===== config.mk =====
export PLATFORM = sky130hd
export DESIGN_NAME = rc_receiver_serial_frame_decoder
export DESIGN_NICKNAME = d
export VERILOG_FILES = /design/src/hw/rtl/rcsfd_pkg.sv /design/src/hw/rtl/rcsfd_apb_regs.sv /design/src/hw/rtl/rcsfd_frame_core.sv /design/src/hw/rtl/rc_receiver_serial_frame_decoder.sv
export VERILOG_INCLUDE_DIRS = /design/src /design/src/hw/rtl
export SDC_FILE = /design/constraint.sdc
export NUM_CORES = 1
export LEC_CHECK = 0
export ABC_AREA = 1
export BUFFER_PORTS_ARGS = -buffer_cell sky130_fd_sc_hd__buf_2
export CORE_MARGIN = 8
export CORE_UTILIZATION = 30
export DETAILED_ROUTE_END_ITERATION = 10
export PLACE_DENSITY = 0.45
export SYNTH_ARGS = -nofsm -noshare
export SYNTH_HDL_FRONTEND = slang
export SYNTH_SLANG_ARGS = --single-unit

===== constraint.sdc =====
create_clock -name clk -period 10.4 [get_ports clk]
set_clock_uncertainty 0.2 [all_clocks]
set_input_delay 2.08 -clock clk [delete_from_list [all_inputs] [get_ports clk]]
set_output_delay 2.08 -clock clk [all_outputs]
set_load 0.005 [all_outputs]

===== src/hw/rtl/assert_macros.svh =====
// ----------------------------------------------------------------------------
// Assertion macros
// Shared concurrent assertion forms for the RC frame decoder.
// ----------------------------------------------------------------------------
`ifndef ASSERT_MACROS_SVH
`define ASSERT_MACROS_SVH

// Property checked at every rising edge outside reset.
`define ASSERT_CLKED(label, clk_sig, rst_sig, prop, msg) \
    label: assert property (@(posedge clk_sig) disable iff (!rst_sig) (prop)) else $error(msg);

// Condition that must never be true outside reset.
`define ASSERT_NEVER(label, clk_sig, rst_sig, cond, msg) \
    `ASSERT_CLKED(label, clk_sig, rst_sig, !(cond), msg)

`endif


===== src/hw/rtl/rcsfd_pkg.sv =====
// ----------------------------------------------------------------------------
// rcsfd_pkg
// Types and constants of the RC receiver serial frame decoder.
// ----------------------------------------------------------------------------
package rcsfd_pkg;

    localparam int NUM_CHANS    = 6;
    localparam int CHAN_W       = 10;
    localparam int CHAN_IDX_W   = 3;
    localparam int STORE_DEPTH  = 13;
    localparam int STORE_IDX_W  = 4;
    localparam int MARKER_INDEX = 12;
    localparam int LIMIT_W      = 16;
    localparam int COUNT_OUT_W  = 16;

    localparam logic [7:0] SYNC_FIRST  = 8'h03;
    localparam logic [7:0] SYNC_SECOND = 8'h01;
    localparam logic [7:0] MARKER_BYTE = 8'h18;

    localparam logic KIND_BYTE = 1'b0;
    localparam logic KIND_TICK = 1'b1;

    localparam logic REG_TIMEOUT_LIMIT  = 1'b0;
    localparam logic REG_AUTO_THRESHOLD = 1'b1;

    localparam logic [LIMIT_W-1:0] TIMEOUT_LIMIT_RESET  = 16'd100;
    localparam logic [CHAN_W-1:0]  AUTO_THRESHOLD_RESET = 10'd288;

    localparam logic [CHAN_IDX_W-1:0] GAIN_CHAN = 3'd4;

    typedef struct packed {
        logic [LIMIT_W-1:0] timeout_limit;
        logic [CHAN_W-1:0]  auto_threshold;
    } cfg_t;

    typedef struct packed {
        logic [NUM_CHANS-1:0][CHAN_W-1:0] chan;
        logic                             auto_mode;
        logic                             frame_complete;
        logic                             timed_out;
        logic [COUNT_OUT_W-1:0]           tick_count;
    } result_t;

    function automatic logic [CHAN_IDX_W-1:0] slot_id(input int slot);
        logic [CHAN_IDX_W-1:0] id;
        unique case (slot)
            0:       id = 3'd1;
            1:       id = 3'd5;
            2:       id = 3'd2;
            3:       id = 3'd3;
            4:       id = 3'd0;
            5:       id = 3'd4;
            default: id = 3'd0;
        endcase
        return id;
    endfunction

endpackage


===== src/hw/rtl/rcsfd_apb_regs.sv =====
// ----------------------------------------------------------------------------
// rcsfd_apb_regs
// APB register bank holding the timeout limit and the auto mode threshold.
// ----------------------------------------------------------------------------
module rcsfd_apb_regs
(
    input  logic               clk,
    input  logic               rst_n,
    input  logic               psel,
    input  logic               penable,
    input  logic               pwrite,
    input  logic [2:0]         paddr,
    input  logic [31:0]        pwdata,
    output logic [31:0]        prdata,
    output logic               pready,
    output rcsfd_pkg::cfg_t    cfg
);

    rcsfd_pkg::cfg_t cfg_reg;
    logic            wr_en;

    assign pready = 1'b1;
    assign wr_en  = psel && penable && pwrite;
    assign cfg    = cfg_reg;

    always_ff @(posedge clk or negedge rst_n)
    begin
        if (!rst_n)
        begin
            cfg_reg.timeout_limit  <= rcsfd_pkg::TIMEOUT_LIMIT_RESET;
            cfg_reg.auto_threshold <= rcsfd_pkg::AUTO_THRESHOLD_RESET;
        end
        else if (wr_en)
        begin
            unique case (paddr[2])
                rcsfd_pkg::REG_TIMEOUT_LIMIT:
                    cfg_reg.timeout_limit <= pwdata[rcsfd_pkg::LIMIT_W-1:0];
                rcsfd_pkg::REG_AUTO_THRESHOLD:
                    cfg_reg.auto_threshold <= pwdata[rcsfd_pkg::CHAN_W-1:0];
                default:
                    cfg_reg <= cfg_reg;
            endcase
        end
    end

    always_comb
    begin
        unique case (paddr[2])
            rcsfd_pkg::REG_TIMEOUT_LIMIT:
                prdata = {{(32 - rcsfd_pkg::LIMIT_W){1'b0}}, cfg_reg.timeout_limit};
            rcsfd_pkg::REG_AUTO_THRESHOLD:
                prdata = {{(32 - rcsfd_pkg::CHAN_W){1'b0}}, cfg_reg.auto_threshold};
            default:
                prdata = '0;
        endcase
    end

endmodule


===== src/hw/rtl/rcsfd_frame_core.sv =====
// ----------------------------------------------------------------------------
// rcsfd_frame_core
// Frame state, byte store, slot decode, tick count; one event a cycle on step.
// ----------------------------------------------------------------------------
module rcsfd_frame_core #(
    parameter int FRAME_BYTES = 14,
    parameter int COUNT_BITS  = 16
)
(
    input  logic                clk,
    input  logic                rst_n,
    input  logic                step,
    input  logic                kind,
    input  logic [7:0]          rx_byte,
    input  rcsfd_pkg::cfg_t     cfg,
    output rcsfd_pkg::result_t  result_next
);

    localparam int POS_BITS = $clog2(FRAME_BYTES + 1);
    localparam int CMP_BITS = (COUNT_BITS > rcsfd_pkg::LIMIT_W) ?
                              COUNT_BITS : rcsfd_pkg::LIMIT_W;

    logic [7:0]                                         last_byte_reg;
    logic [7:0]                                         last_byte_next;
    logic [POS_BITS-1:0]                                pos_reg;
    logic [POS_BITS-1:0]                                pos_next;
    logic [POS_BITS-1:0]                                pos_inc;
    logic [7:0]                                         store_reg [rcsfd_pkg::STORE_DEPTH];
    logic [rcsfd_pkg::NUM_CHANS-1:0][rcsfd_pkg::CHAN_W-1:0] chan_reg;
    logic [rcsfd_pkg::NUM_CHANS-1:0][rcsfd_pkg::CHAN_W-1:0] chan_next;
    logic                                               auto_reg;
    logic                                               auto_next;
    logic                                               complete_reg;
    logic                                               complete_next;
    logic [COUNT_BITS-1:0]                              count_reg;
    logic [COUNT_BITS-1:0]                              count_next;
    logic [CMP_BITS-1:0]                                count_ext;
    logic [CMP_BITS-1:0]                                count_next_ext;
    logic [CMP_BITS-1:0]                                limit_ext;

    logic                                               is_tick;
    logic                                               is_sync;
    logic                                               store_ok;
    logic                                               frame_end;
    logic                                               decode;
    logic                                               write_store;
    logic                                               timed_out;
    logic [rcsfd_pkg::NUM_CHANS-1:0]                    slot_hit;
    logic [rcsfd_pkg::NUM_CHANS-1:0][rcsfd_pkg::CHAN_W-1:0] slot_val;

    assign is_tick  = (kind == rcsfd_pkg::KIND_TICK);
    assign is_sync  = (rx_byte == rcsfd_pkg::SYNC_SECOND) &&
                      (last_byte_reg == rcsfd_pkg::SYNC_FIRST);
    assign store_ok = (pos_reg < POS_BITS'(FRAME_BYTES));
    assign pos_inc  = pos_reg + 1'b1;

    assign frame_end   = !is_tick && !is_sync && store_ok &&
                         (pos_inc == POS_BITS'(FRAME_BYTES));
    assign decode      = frame_end &&
                         (store_reg[rcsfd_pkg::MARKER_INDEX] == rcsfd_pkg::MARKER_BYTE);
    assign write_store = !is_tick && !is_sync && store_ok &&
                         (pos_reg < POS_BITS'(rcsfd_pkg::STORE_DEPTH));

    assign count_ext = CMP_BITS'(count_reg);
    assign limit_ext = CMP_BITS'(cfg.timeout_limit);
    assign timed_out = is_tick && (count_ext > limit_ext);

    always_comb
    begin
        for (int i = 0; i < rcsfd_pkg::NUM_CHANS; i++)
        begin
            slot_hit[i] = (store_reg[2*i][7:2] ==
                           {{(6 - rcsfd_pkg::CHAN_IDX_W){1'b0}}, rcsfd_pkg::slot_id(i)});
            slot_val[i] = {store_reg[2*i][1:0], store_reg[2*i+1]};
        end
    end

    always_comb
    begin
        chan_next = chan_reg;
        auto_next = auto_reg;
        if (decode)
        begin
            for (int i = 0; i < rcsfd_pkg::NUM_CHANS; i++)
            begin
                if (slot_hit[i])
                begin
                    chan_next[rcsfd_pkg::slot_id(i)] = slot_val[i];
                    if (rcsfd_pkg::slot_id(i) == rcsfd_pkg::GAIN_CHAN)
                    begin
                        auto_next = (slot_val[i] <= cfg.auto_threshold);
                    end
                end
            end
        end
    end

    always_comb
    begin
        pos_next       = pos_reg;
        complete_next  = complete_reg;
        last_byte_next = last_byte_reg;
        count_next     = count_reg;
        if (is_tick)
        begin
            if (!(&count_reg))
            begin
                count_next = count_reg + 1'b1;
            end
        end
        else
        begin
            last_byte_next = rx_byte;
            if (is_sync)
            begin
                pos_next      = '0;
                complete_next = 1'b0;
            end
            else if (store_ok)
            begin
                pos_next = pos_inc;
                if (frame_end)
                begin
                    complete_next = 1'b1;
                end
            end
            if (decode)
            begin
                count_next = '0;
            end
        end
    end

    assign count_next_ext = CMP_BITS'(count_next);

    always_comb
    begin
        result_next.chan           = chan_next;
        result_next.auto_mode      = auto_next;
        result_next.frame_complete = complete_next;
        result_next.timed_out      = timed_out;
        result_next.tick_count     = count_next_ext[rcsfd_pkg::COUNT_OUT_W-1:0];
    end

    always_ff @(posedge clk or negedge rst_n)
    begin
        if (!rst_n)
        begin
            last_byte_reg <= '0;
            pos_reg       <= '0;
            chan_reg      <= '0;
            auto_reg      <= 1'b0;
            complete_reg  <= 1'b0;
            count_reg     <= '0;
        end
        else if (step)
        begin
            last_byte_reg <= last_byte_next;
            pos_reg       <= pos_next;
            chan_reg      <= chan_next;
            auto_reg      <= auto_next;
            complete_reg  <= complete_next;
            count_reg     <= count_next;
        end
    end

    always_ff @(posedge clk)
    begin
        if (step && write_store)
        begin
            store_reg[pos_reg[rcsfd_pkg::STORE_IDX_W-1:0]] <= rx_byte;
        end
    end

endmodule


===== src/hw/rtl/rc_receiver_serial_frame_decoder.sv =====
// ----------------------------------------------------------------------------
// rc_receiver_serial_frame_decoder
// Decodes serial RC receiver frames from received bytes and millisecond ticks.
// ----------------------------------------------------------------------------
// Pipeline: a word enters the input register at its accepting edge and its
// result enters the result register once the output is not stalled.
// Throughput: one word per cycle while the output is not stalled.
// Reset: asynchronous, active low; it clears the frame state and the latched
// channels and loads the register defaults.
module rc_receiver_serial_frame_decoder #(
    parameter int FRAME_BYTES = 14,
    parameter int COUNT_BITS  = 16
)
(
    input  logic        clk,
    input  logic        rst_n,
    input  logic        in_valid,
    output logic        in_stall,
    input  logic        kind,
    input  logic [7:0]  rx_byte,
    output logic        out_valid,
    input  logic        out_stall,
    output logic [9:0]  chan0,
    output logic [9:0]  chan1,
    output logic [9:0]  chan2,
    output logic [9:0]  chan3,
    output logic [9:0]  chan4,
    output logic [9:0]  chan5,
    output logic        auto_mode,
    output logic        frame_complete,
    output logic        timed_out,
    output logic [15:0] tick_count,
    input  logic        psel,
    input  logic        penable,
    input  logic        pwrite,
    input  logic [2:0]  paddr,
    input  logic [31:0] pwdata,
    output logic [31:0] prdata,
    output logic        pready
);

`include "assert_macros.svh"

    rcsfd_pkg::cfg_t    cfg;
    rcsfd_pkg::result_t result_next;
    rcsfd_pkg::result_t res_reg;

    logic       s1_valid_reg;
    logic       s1_valid_next;
    logic       s1_kind_reg;
    logic [7:0] s1_byte_reg;
    logic       out_valid_reg;
    logic       out_valid_next;
    logic       in_accept;
    logic       advance;

    assign in_stall  = s1_valid_reg && out_valid_reg && out_stall;
    assign in_accept = in_valid && !in_stall;
    assign advance   = s1_valid_reg && !(out_valid_reg && out_stall);

    always_comb
    begin
        s1_valid_next = s1_valid_reg;
        if (in_accept)
        begin
            s1_valid_next = 1'b1;
        end
        else if (advance)
        begin
            s1_valid_next = 1'b0;
        end
        out_valid_next = advance || (out_valid_reg && out_stall);
    end

    always_ff @(posedge clk or negedge rst_n)
    begin
        if (!rst_n)
        begin
            s1_valid_reg  <= 1'b0;
            out_valid_reg <= 1'b0;
        end
        else
        begin
            s1_valid_reg  <= s1_valid_next;
            out_valid_reg <= out_valid_next;
        end
    end

    always_ff @(posedge clk)
    begin
        if (in_accept)
        begin
            s1_kind_reg <= kind;
            s1_byte_reg <= rx_byte;
        end
        if (advance)
        begin
            res_reg <= result_next;
        end
    end

    rcsfd_apb_regs u_regs (
        .clk     (clk),
        .rst_n   (rst_n),
        .psel    (psel),
        .penable (penable),
        .pwrite  (pwrite),
        .paddr   (paddr),
        .pwdata  (pwdata),
        .prdata  (prdata),
        .pready  (pready),
        .cfg     (cfg)
    );

    rcsfd_frame_core #(
        .FRAME_BYTES (FRAME_BYTES),
        .COUNT_BITS  (COUNT_BITS)
    ) u_core (
        .clk         (clk),
        .rst_n       (rst_n),
        .step        (advance),
        .kind        (s1_kind_reg),
        .rx_byte     (s1_byte_reg),
        .cfg         (cfg),
        .result_next (result_next)
    );

    assign out_valid      = out_valid_reg;
    assign chan0          = res_reg.chan[0];
    assign chan1          = res_reg.chan[1];
    assign chan2          = res_reg.chan[2];
    assign chan3          = res_reg.chan[3];
    assign chan4          = res_reg.chan[4];
    assign chan5          = res_reg.chan[5];
    assign auto_mode      = res_reg.auto_mode;
    assign frame_complete = res_reg.frame_complete;
    assign timed_out      = res_reg.timed_out;
    assign tick_count     = res_reg.tick_count;

    `ASSERT_CLKED(a_accept_fills, clk, rst_n, in_accept |=> s1_valid_reg, "word lost")
    `ASSERT_CLKED(a_out_source, clk, rst_n, $rose(out_valid) |-> $past(s1_valid_reg), "no source")
    `ASSERT_NEVER(a_no_idle_stall, clk, rst_n, in_stall && !out_stall, "needless stall")

endmodule


**Word-level counts from Yosys, hierarchy flattened**

Memories as Yosys holds them, arrays and structs flattened.
Index checks and enable logic that the tools add are counted.

- Bits in registers: 206
- RAM bits: 104
- Bits of input ports: 51
- Output and inout port bits: 114
- Logic and storage cells: 172
- Memories: 1

- $add $sub $neg: 2
- Magnitude comparators: 21
- Equal/unequal tests: 15
- Multiplexer cells: 70
- Bitwise operators: 2
- Reduce and logical (&&, ||, !) cells: 34

Memory list:

| memory | words | bits a word | rd ports | clocked after memory_dff | wr ports | line | text |
|---|---|---|---|---|---|---|---|
| u_core.store_reg | 13 | 8 | 13 | 0 | 1 | rcsfd_frame_core.sv:28 | `logic [7:0] store_reg [rcsfd_pkg::STORE_DEPTH];` |

Operator list:

| operator | number |
|---|---|
| 60-bit two-way mux | 12 |
| 60-bit bitwise mux | 6 |
| 10-bit demux with 3-bit select | 6 |
| 32-bit one-hot mux with 2 select lines | 1 |
| 10-bit less-or-equal comparator | 6 |
| 10-bit two-way mux | 6 |
| 16-bit two-way mux | 3 |
| 3-bit two-way mux | 12 |
| 3-bit by 4-bit < comparator with 1-bit output, second input constant | 6 |
| 1-bit two-way mux | 22 |
| 1-bit logical AND | 21 |
| 3-bit equality test, second input constant | 6 |
| 3-bit by 1-bit >= comparator with 1-bit output, second input constant | 6 |
| 16-bit by 1-bit adder with 16-bit output, second input constant | 1 |
| 16-bit greater-than comparator | 1 |
| 16-bit AND reduction | 1 |
| 6-bit by 2-bit equality test with 1-bit output, second input constant | 2 |
| 6-bit by 3-bit equality test with 1-bit output, second input constant | 2 |
| 8-bit by 1-bit equality test with 1-bit output, second input constant | 1 |
| 8-bit by 2-bit equality test with 1-bit output, second input constant | 1 |
| 8-bit by 5-bit equality test with 1-bit output, second input constant | 1 |
| 4-bit < comparator, second input constant | 2 |
| 4-bit two-way mux | 2 |
| 6-bit by 1-bit equality test with 1-bit output, second input constant | 1 |
| 9 further kinds | 16 |

**Depth between registers and ports, before layout**

Gate-level depths: netlist (run 1).

- Depth after elaboration: 30
- Mapped depth: 12
- Depth with buffers taken out: 12

**Cells and area by module**

From an unflattened synthesis (run 1), not the netlist that was laid out.

- Cells, all modules: 1499
- Area total of the unflattened synthesis: 14083.5 um2

By module, submodules not included:

| module | instances | cells each | area an instance (um2) | sequential area each (um2) |
|---|---|---|---|---|
| rcsfd_frame_core | 1 | 1220 | 9938.3 | 5375.2 |
| rc_receiver_serial_frame_decoder | 1 | 100 | 2737.6 | 2692.6 |
| rcsfd_apb_regs | 1 | 179 | 1407.6 | 656.9 |

**Least setup slack after synthesis (run 1)**

Ideal clock, no wire load.

- Path type: in2reg
- Start point: input out_stall
- End point: register res_reg, in the netlist auto_mode, enable pin
- Setup time: 0.474 ns
- Data arrival time: 4.758 ns
- Required time: 9.726 ns
- Setup slack: 4.967 ns
- Stages: 4
- Path buffers: 1
- Cells stage by stage: nand2_1 inv_1 nor2_2 clkbuf_1

- Word-level cells in the longest chain between the ends: 3

RTL lines:

| what | line | text |
|---|---|---|
| from (decl) | rc_receiver_serial_frame_decoder.sv:22 | `input logic out_stall,` |
| 1-bit logical AND | rc_receiver_serial_frame_decoder.sv:59 | `assign advance = s1_valid_reg && !(out_valid_reg && out_stall);` |
| 1-bit zero test | rc_receiver_serial_frame_decoder.sv:59 |  |
| 1-bit logical AND | rc_receiver_serial_frame_decoder.sv:59 |  |
| named net advance | rc_receiver_serial_frame_decoder.sv:55 | `logic advance;` |
| to (signal assigned) | rc_receiver_serial_frame_decoder.sv:98 | `res_reg <= result_next;` |
| to (decl) | rc_receiver_serial_frame_decoder.sv:46 | `rcsfd_pkg::result_t res_reg;` |

The timed path passes the listed nets, and every way through them passes these cells.
A chain may end at the register's enable or synchronous reset.

**Worst setup path in the final report (run 1)**

- Start point: input paddr[2]
- End point: output prdata[2]

- Word-level cells in the longest chain between the ends: 2

RTL lines:

| what | line | text |
|---|---|---|
| from (decl) | rc_receiver_serial_frame_decoder.sv:36 | `input logic [2:0] paddr,` |
| 1-bit inverter (no source line) | - |  |
| 32-bit one-hot mux with 2 select lines * | rcsfd_apb_regs.sv:48 | `unique case (paddr[2])` |
| to (decl) | rc_receiver_serial_frame_decoder.sv:38 | `output logic [31:0] prdata,` |

Mark *: on every way between the ends. The rest lies on a longest branch, timed or not. The select of a mux whose other input is x is not followed.

==> run_results.csv, run 1 <==
group,metric,value,unit
outcome,outcome,"finished, final reports clean",
global_route,grt_pass1_wl,55300,um
critical_path,critPathKind,"in2out",
synth,netlist_area,13800,um^2
route,vias_per_cell,4.37,
final_layout,fin_util,35.4,%
route,drt_iter0_drc,500,
clock_network,postCtsResizedCells,0,
sta,tightest_slew,1.06,ns
critical_path,worstPathArrival,2.87,ns
clock_network,cts_tree,"done",
clock_network,cts_made_buffers,37,
critical_path,r2r_setup_slack,6.81,ns
critical_path,end_kind,"output port",
floorplanning,rows,78,
clock_network,clk_path_buf_depth,3,
route,drt.antenna.violating_nets,0,
global_route,overflow,0,
sta,max_slew_margin,28.7,%
power,p_leak,0.00746,uW
synth,yosysWarnings,0,
clock_network,cts_sinks,310,
placed_design,place_area,15000,um^2
floorplanning,io_pins,165,
final_layout,syn_to_final_growth,16.5,%
clock_network,postCtsSetupBuffers,0,
final_layout,largest_reg_flops,104,
run,max-cap-violations,0,
synth,async_flop_share,38.1,%
placed_design,gp_congestion,0.740,
worst_hold_path,whs_path_depth,2,
floorplanning,dieWidth,231,um
power,vdd_drop_max,102,uV
floorplanning,dieArea,53200,um^2
final_layout,antenna_cells,0,
global_route,antenna_found_initial,1,
worst_hold_path,holdCritStartpoint,"u_core.last_byte_reg[5]$_DFFE_PN0P_",
clock_network,clock_latency,0.54,ns
placed_design,hpwl,21600,um
synth,synth_area_per_cell,9.56,um^2
sta,setup_tns,0,ns
synth,synth_cells,1446,
final_layout,mostFrequentLayoutCells,"nand2_1 (625), edfxtp_1 (192), buf_2 (128)",
synth,ys_ff_latch,310,
floorplanning,core_area,45500,um^2
route,vias,9598,
placed_design,place_inst,2126,
critical_path,cp-start-kind,"input port",
placed_design,port_buffers,129,
sta,finalSetupViolations,0,
clock_network,htree_levels,2,
route,dr.pass1.iters,5,
sta,fin_crit_sh,49.5,%
worst_hold_path,hp-class,"reg2reg",
critical_path,worstReg2RegEnd,"u_core.store_reg[7][7]$_DFFE_PP_",
clock_network,clkTransAtPathRegs,0.05,ns
sta,fmax,194,MHz
floorplanning,initial_core_util,30.4,%
route,wl_per_cell,15.9,um
final_layout,final_common_cell,"nand2_1",
synth,ys_seq_area_share,63.1,%
final_layout,final_cells,2194,
sta,hold_viol,0,
critical_path,reg2regPathDepth,8,
worst_hold_path,holdPathEnd,"u_core.last_byte_reg[5]$_DFFE_PN0P_",
floorplanning,die_h,231,um
sta,min_period,5.15,ns
route,drc_errors,0,
clock_network,cts_root_buf,"clkbuf_16",
critical_path,rr_startpoint,"s1_byte_reg[7]$_DFFE_PP_",
global_route,grt_usage,13.0,%
critical_path,worst_ep_required_time,8.12,ns
sta,finalMaxSlewViolations,0,
route,routed_wl,34800,um
global_route,grt_pass1_vias,9589,
power,p_per_area,192,nW/um^2
sta,rsz0062_at_grt,"no",
synth,ys_types,42,
final_layout,nets,1648,
clock_network,cts_hold_buf,0,
synth,ys_dominant_reg_cell,"edfxtp_1",
final_layout,drive_gt1_share,13.2,%
critical_path,worstPathMaxFanout,27,
final_layout,design_area,16100,um^2
global_route,grt_max_degree,157,
synth,synth-edff-count,192,
[routing by layer]
layer	part of all wire [%]	vias up	wire length (um)	GRT usage [%]
met3	3.8	41	1340	2.48
li1	-	4854	-	-
met1	48	4551	16700	17.6
met4	1.9	0	654	3.60
met5	0	-	0	0
met2	46	152	16100	21.2
[area by class of cell]
cell class                      count  area, um^2
Multi-Input combinational cell    956        4310
Timing Repair Buffer              134         698
Fill cell                        4665       29400
Tap cell                          600         751
Sequential cell                   310        8720
Clock buffer                       52        1050
Clock inverter                     16         101
Inverter                          126         474
[power breakdown]
part	internal, uW	switching, uW
clock network	732	506
registers	1420	78.4
logic	117	234
[critical path: stages]
cell and delay, ns:
buf_2 0.38, o21ai_0 0.23, buf_2 0.17
[cells in the mapped netlist, types with 3 or more instances]
cell	count	share of area (%)
nor3_1	4	0.14
ha_1	32	2.9
inv_1	121	3.3
buf_1	4	0.11
mux2_2	10	0.81
nor2_1	80	2.2
nand3_1	42	1.5
o21ai_1	4	0.14
and2_1	3	0.14
o211ai_1	3	0.16
nand4_1	13	0.59
xnor2_1	4	0.25
clkbuf_1	30	0.81
buf_4	26	1.4
edfxtp_1	192	42
o21ai_0	80	2.9
nand2_1	625	17
a21oi_1	15	0.54
nor2_2	3	0.14
buf_2	7	0.25
dfstp_2	5	0.95
dfrtp_1	113	20
[cell families (layout without fill, tap and decap cells)]
group	count (synthesis)	count (layout)	synth area share, %
multiplexers	10	10	0.815
adder cells (fa/ha/maj)	32	32	2.90
XOR/XNOR	6	6	0.380
buffers and inverters	195	328	6.18
other	2	17	0.0543
AND/OR/NAND/NOR	782	782	22.4
AO/OA/AOI/OAI	109	109	4.13
flip-flops	310	310	63.1
[per-stage QoR]
stage	total power, uW	worst slack, ns	hold WS, ns
CTS	3150	5.22	0.276
detailed placement	1890	5.22	0.262
finish	3090	5.25	0.274
floorplan	1730	4.97	0.242
global placement	1880	5.23	0.256
global route	3240	5.16	0.297
[worst max path at each step]
stage | from | endpoint | slack [ns] | cells past startpoint
floorplan | out_stall | auto_mode$_DFFE_PP_ | 4.97 | 4
global placement | paddr[2] | prdata[2] | 5.23 | 3
detailed placement | paddr[2] | prdata[3] | 5.22 | 3
CTS | paddr[2] | prdata[2] | 5.22 | 3
global route | paddr[2] | prdata[1] | 5.16 | 4
finish | paddr[2] | prdata[2] | 5.25 | 3
No activity file was read; power rests on OpenSTA's default activity.
==> run 2: changes to the inputs <==
--- a/config.mk
+++ b/config.mk
@@ -11,7 +11,7 @@
 export CORE_MARGIN = 8
 export CORE_UTILIZATION = 30
 export DETAILED_ROUTE_END_ITERATION = 10
-export PLACE_DENSITY = 0.45
+export PLACE_DENSITY = 0.46
 export SYNTH_ARGS = -nofsm -noshare
 export SYNTH_HDL_FRONTEND = slang
 export SYNTH_SLANG_ARGS = --single-unit
==> constraint.sdc (replaced) <==
create_clock -name clk -period 4.42 [get_ports clk]
set_clock_uncertainty 0.2 [all_clocks]
set_input_delay 0.884 -clock clk [delete_from_list [all_inputs] [get_ports clk]]
set_output_delay 0.884 -clock clk [all_outputs]
set_load 0.005 [all_outputs]
==> run 2 against run 1 <==
Via count rose by 1.3%. Largest power group unchanged. Count of clock-buffer cells in the layout did not move. Routed wire length fell by 0.22%.
==> run_results.csv, run 2 (synthesis gave the netlist of run 1 again) <==
group,metric,value,unit
outcome,outcome,"finished, final reports clean",
sta,min_period,3.26,ns
final_layout,drive_gt1_share,14.3,%
route,route.met2.wl,16400,um
route,drt.antenna.violating_nets,0,
critical_path,max_stage_delay,0.78,ns
route,dr.pass1.iters,5,
critical_path,critical_path_cell_count,8,
floorplanning,dieArea,53200,um^2
final_layout,num-fill-cells,4648,
route,drc_errors,0,
critical_path,reg2regPathDepth,8,
global_route,grt_max_degree,157,
worst_hold_path,hp-class,"in2async",
global_route,antenna_found_initial,0,
clock_network,postCtsSetupBuffers,0,
route,maxUsedRoutingLayer,"met4",
floorplanning,dieWidth,231,um
power,vdd_drop_max,236,uV
floorplanning,core_area,45500,um^2
critical_path,worstReg2RegEnd,"u_core.store_reg[1][6]$_DFFE_PP_",
sta,hold_viol,0,
floorplanning,rows,78,
placed_design,hpwl,21700,um
clock_network,clock_latency,0.55,ns
critical_path,cp_num_buf_inv,3,
route,routed_wl,34700,um
sta,fin_crit_sh,73.9,%
clock_network,cts_root_buf,"clkbuf_16",
critical_path,worst_ep_required_time,4.40,ns
final_layout,syn_to_final_growth,17.6,%
clock_network,cts_tree,"done",
route,vias,9722,
critical_path,worstPathArrival,3.24,ns
final_layout,largest_reg_flops,104,
global_route,grt_usage,13.1,%
floorplanning,initial_core_util,30.4,%
sta,fmax,306,MHz
final_layout,mostFrequentLayoutCells,"nand2_1 (625), edfxtp_1 (192), buf_2 (128)",
critical_path,rr_startpoint,"s1_kind_reg$_DFFE_PP_",
route,drt_iter0_drc,546,
critical_path,end_kind,"register",
route,dr_wl_met3,1360,um
power,p_total,7350,uW
clock_network,cts_made_buffers,37,
floorplanning,io_pins,165,
final_layout,final_common_cell,"nand2_1",
critical_path,crit_path_start,"s1_kind_reg$_DFFE_PP_",
sta,finalSetupViolations,0,
clock_network,htree_levels,2,
global_route,overflow,0,
power,p_per_area,452,nW/um^2
final_layout,antenna_cells,0,
final_layout,nets,1658,
clock_network,cts_hold_buf,0,
placed_design,port_buffers,129,
power,p_leak,0.00754,uW
run,max-cap-violations,0,
sta,rsz0062_at_grt,"no",
sta,max_slew_margin,24.9,%
global_route,grt_pass1_vias,9883,
clock_network,postCtsResizedCells,0,
route,vias_per_cell,4.41,
sta,setup_tns,0,ns
sta,tightest_slew,1.12,ns
sta,finalMaxSlewViolations,0,
critical_path,critPathKind,"reg2reg",
critical_path,timing.critical_path.cells,"buf_4 -> clkinv_2 -> o21ai_1 -> inv_1 -> nand2_1 -> nor2_1 -> o21ai_1 -> nor2_1",
placed_design,gp_congestion,0.751,
clock_network,cts_sinks,310,
route,m1WireLength,16400,um
critical_path,worstPathMaxFanout,19,
critical_path,cp-start-kind,"register",
critical_path,crit_family,"simple AND/OR/NAND/NOR gates",
clock_network,clk_path_buf_depth,3,
critical_path,r2r_setup_slack,1.16,ns
route,wl_per_cell,15.8,um
clock_network,clkTransAtPathRegs,0.06,ns
floorplanning,die_h,231,um
critical_path,slowest_stage,"nor2_1",
global_route,grt_pass1_wl,55500,um
critical_path,setup.worst_path.end,"u_core.store_reg[1][6]$_DFFE_PP_",
-- run 2: worst min-delay path by stage --
| stage | depth (start not counted) | end | slack (ns) | from |
|---|---|---|---|---|
| 2_1_floorplan | 2 | u_core.last_byte_reg[1]$_DFFE_PN0P_ | 0.24 | u_core.last_byte_reg[1]$_DFFE_PN0P_ |
| 6_report | 1 | u_regs.cfg[19]$_DFFE_PN0P_ | 0.11 | rst_n |
| 3_5_place_dp | 2 | u_core.last_byte_reg[1]$_DFFE_PN0P_ | 0.26 | u_core.last_byte_reg[1]$_DFFE_PN0P_ |
| 3_3_place_gp | 2 | u_core.last_byte_reg[5]$_DFFE_PN0P_ | 0.26 | u_core.last_byte_reg[5]$_DFFE_PN0P_ |
| 4_1_cts | 1 | u_regs.cfg[19]$_DFFE_PN0P_ | 0.11 | rst_n |
| 5_1_grt | 1 | u_regs.cfg[19]$_DFFE_PN0P_ | 0.13 | rst_n |
-- run 2: per-stage QoR --
step	hold WS (ns)	cell area, um^2	std cells	util, %	setup WS [ns]
4_1_cts	0.111	16300	2204	35.7	1.14
5_1_grt	0.135	16300	2204	35.7	0.902
6_report	0.112	16300	2204	35.7	1.16
3_5_place_dp	0.259	15000	2136	33.1	0.914
3_3_place_gp	0.255	15000	2136	33.1	0.953
2_1_floorplan	0.242	13900	1461	-	0.183
-- run 2: layout make-up --
class | count | area (um^2) | area share [%]
Inverter | 126 | 474 | 2.92
Sequential cell | 310 | 8720 | 53.7
Tap cell | 600 | 751 | 4.62
Timing Repair Buffer | 144 | 786 | 4.83
Clock inverter | 16 | 128 | 0.785
Multi-Input combinational cell | 956 | 4310 | 26.5
Clock buffer | 52 | 1080 | 6.67
-- run 2: per-layer routing --
| layer | up-vias | track usage, % |
|---|---|---|
| li1 | 4868 | - |
| met1 | 4651 | 17.4 |
| met2 | 164 | 21.7 |
| met3 | 39 | 2.64 |
| met4 | 0 | 3.35 |
| met5 | - | 0 |
-- run 2: power breakdown --
part	internal, uW	total (uW)	leakage (uW)	switching (uW)
Sequential	3340	3500	0.00336	153
Combinational	284	869	0.00358	585
Clock	1780	2990	0.000599	1210
Total	5410	7350	0.00754	1950
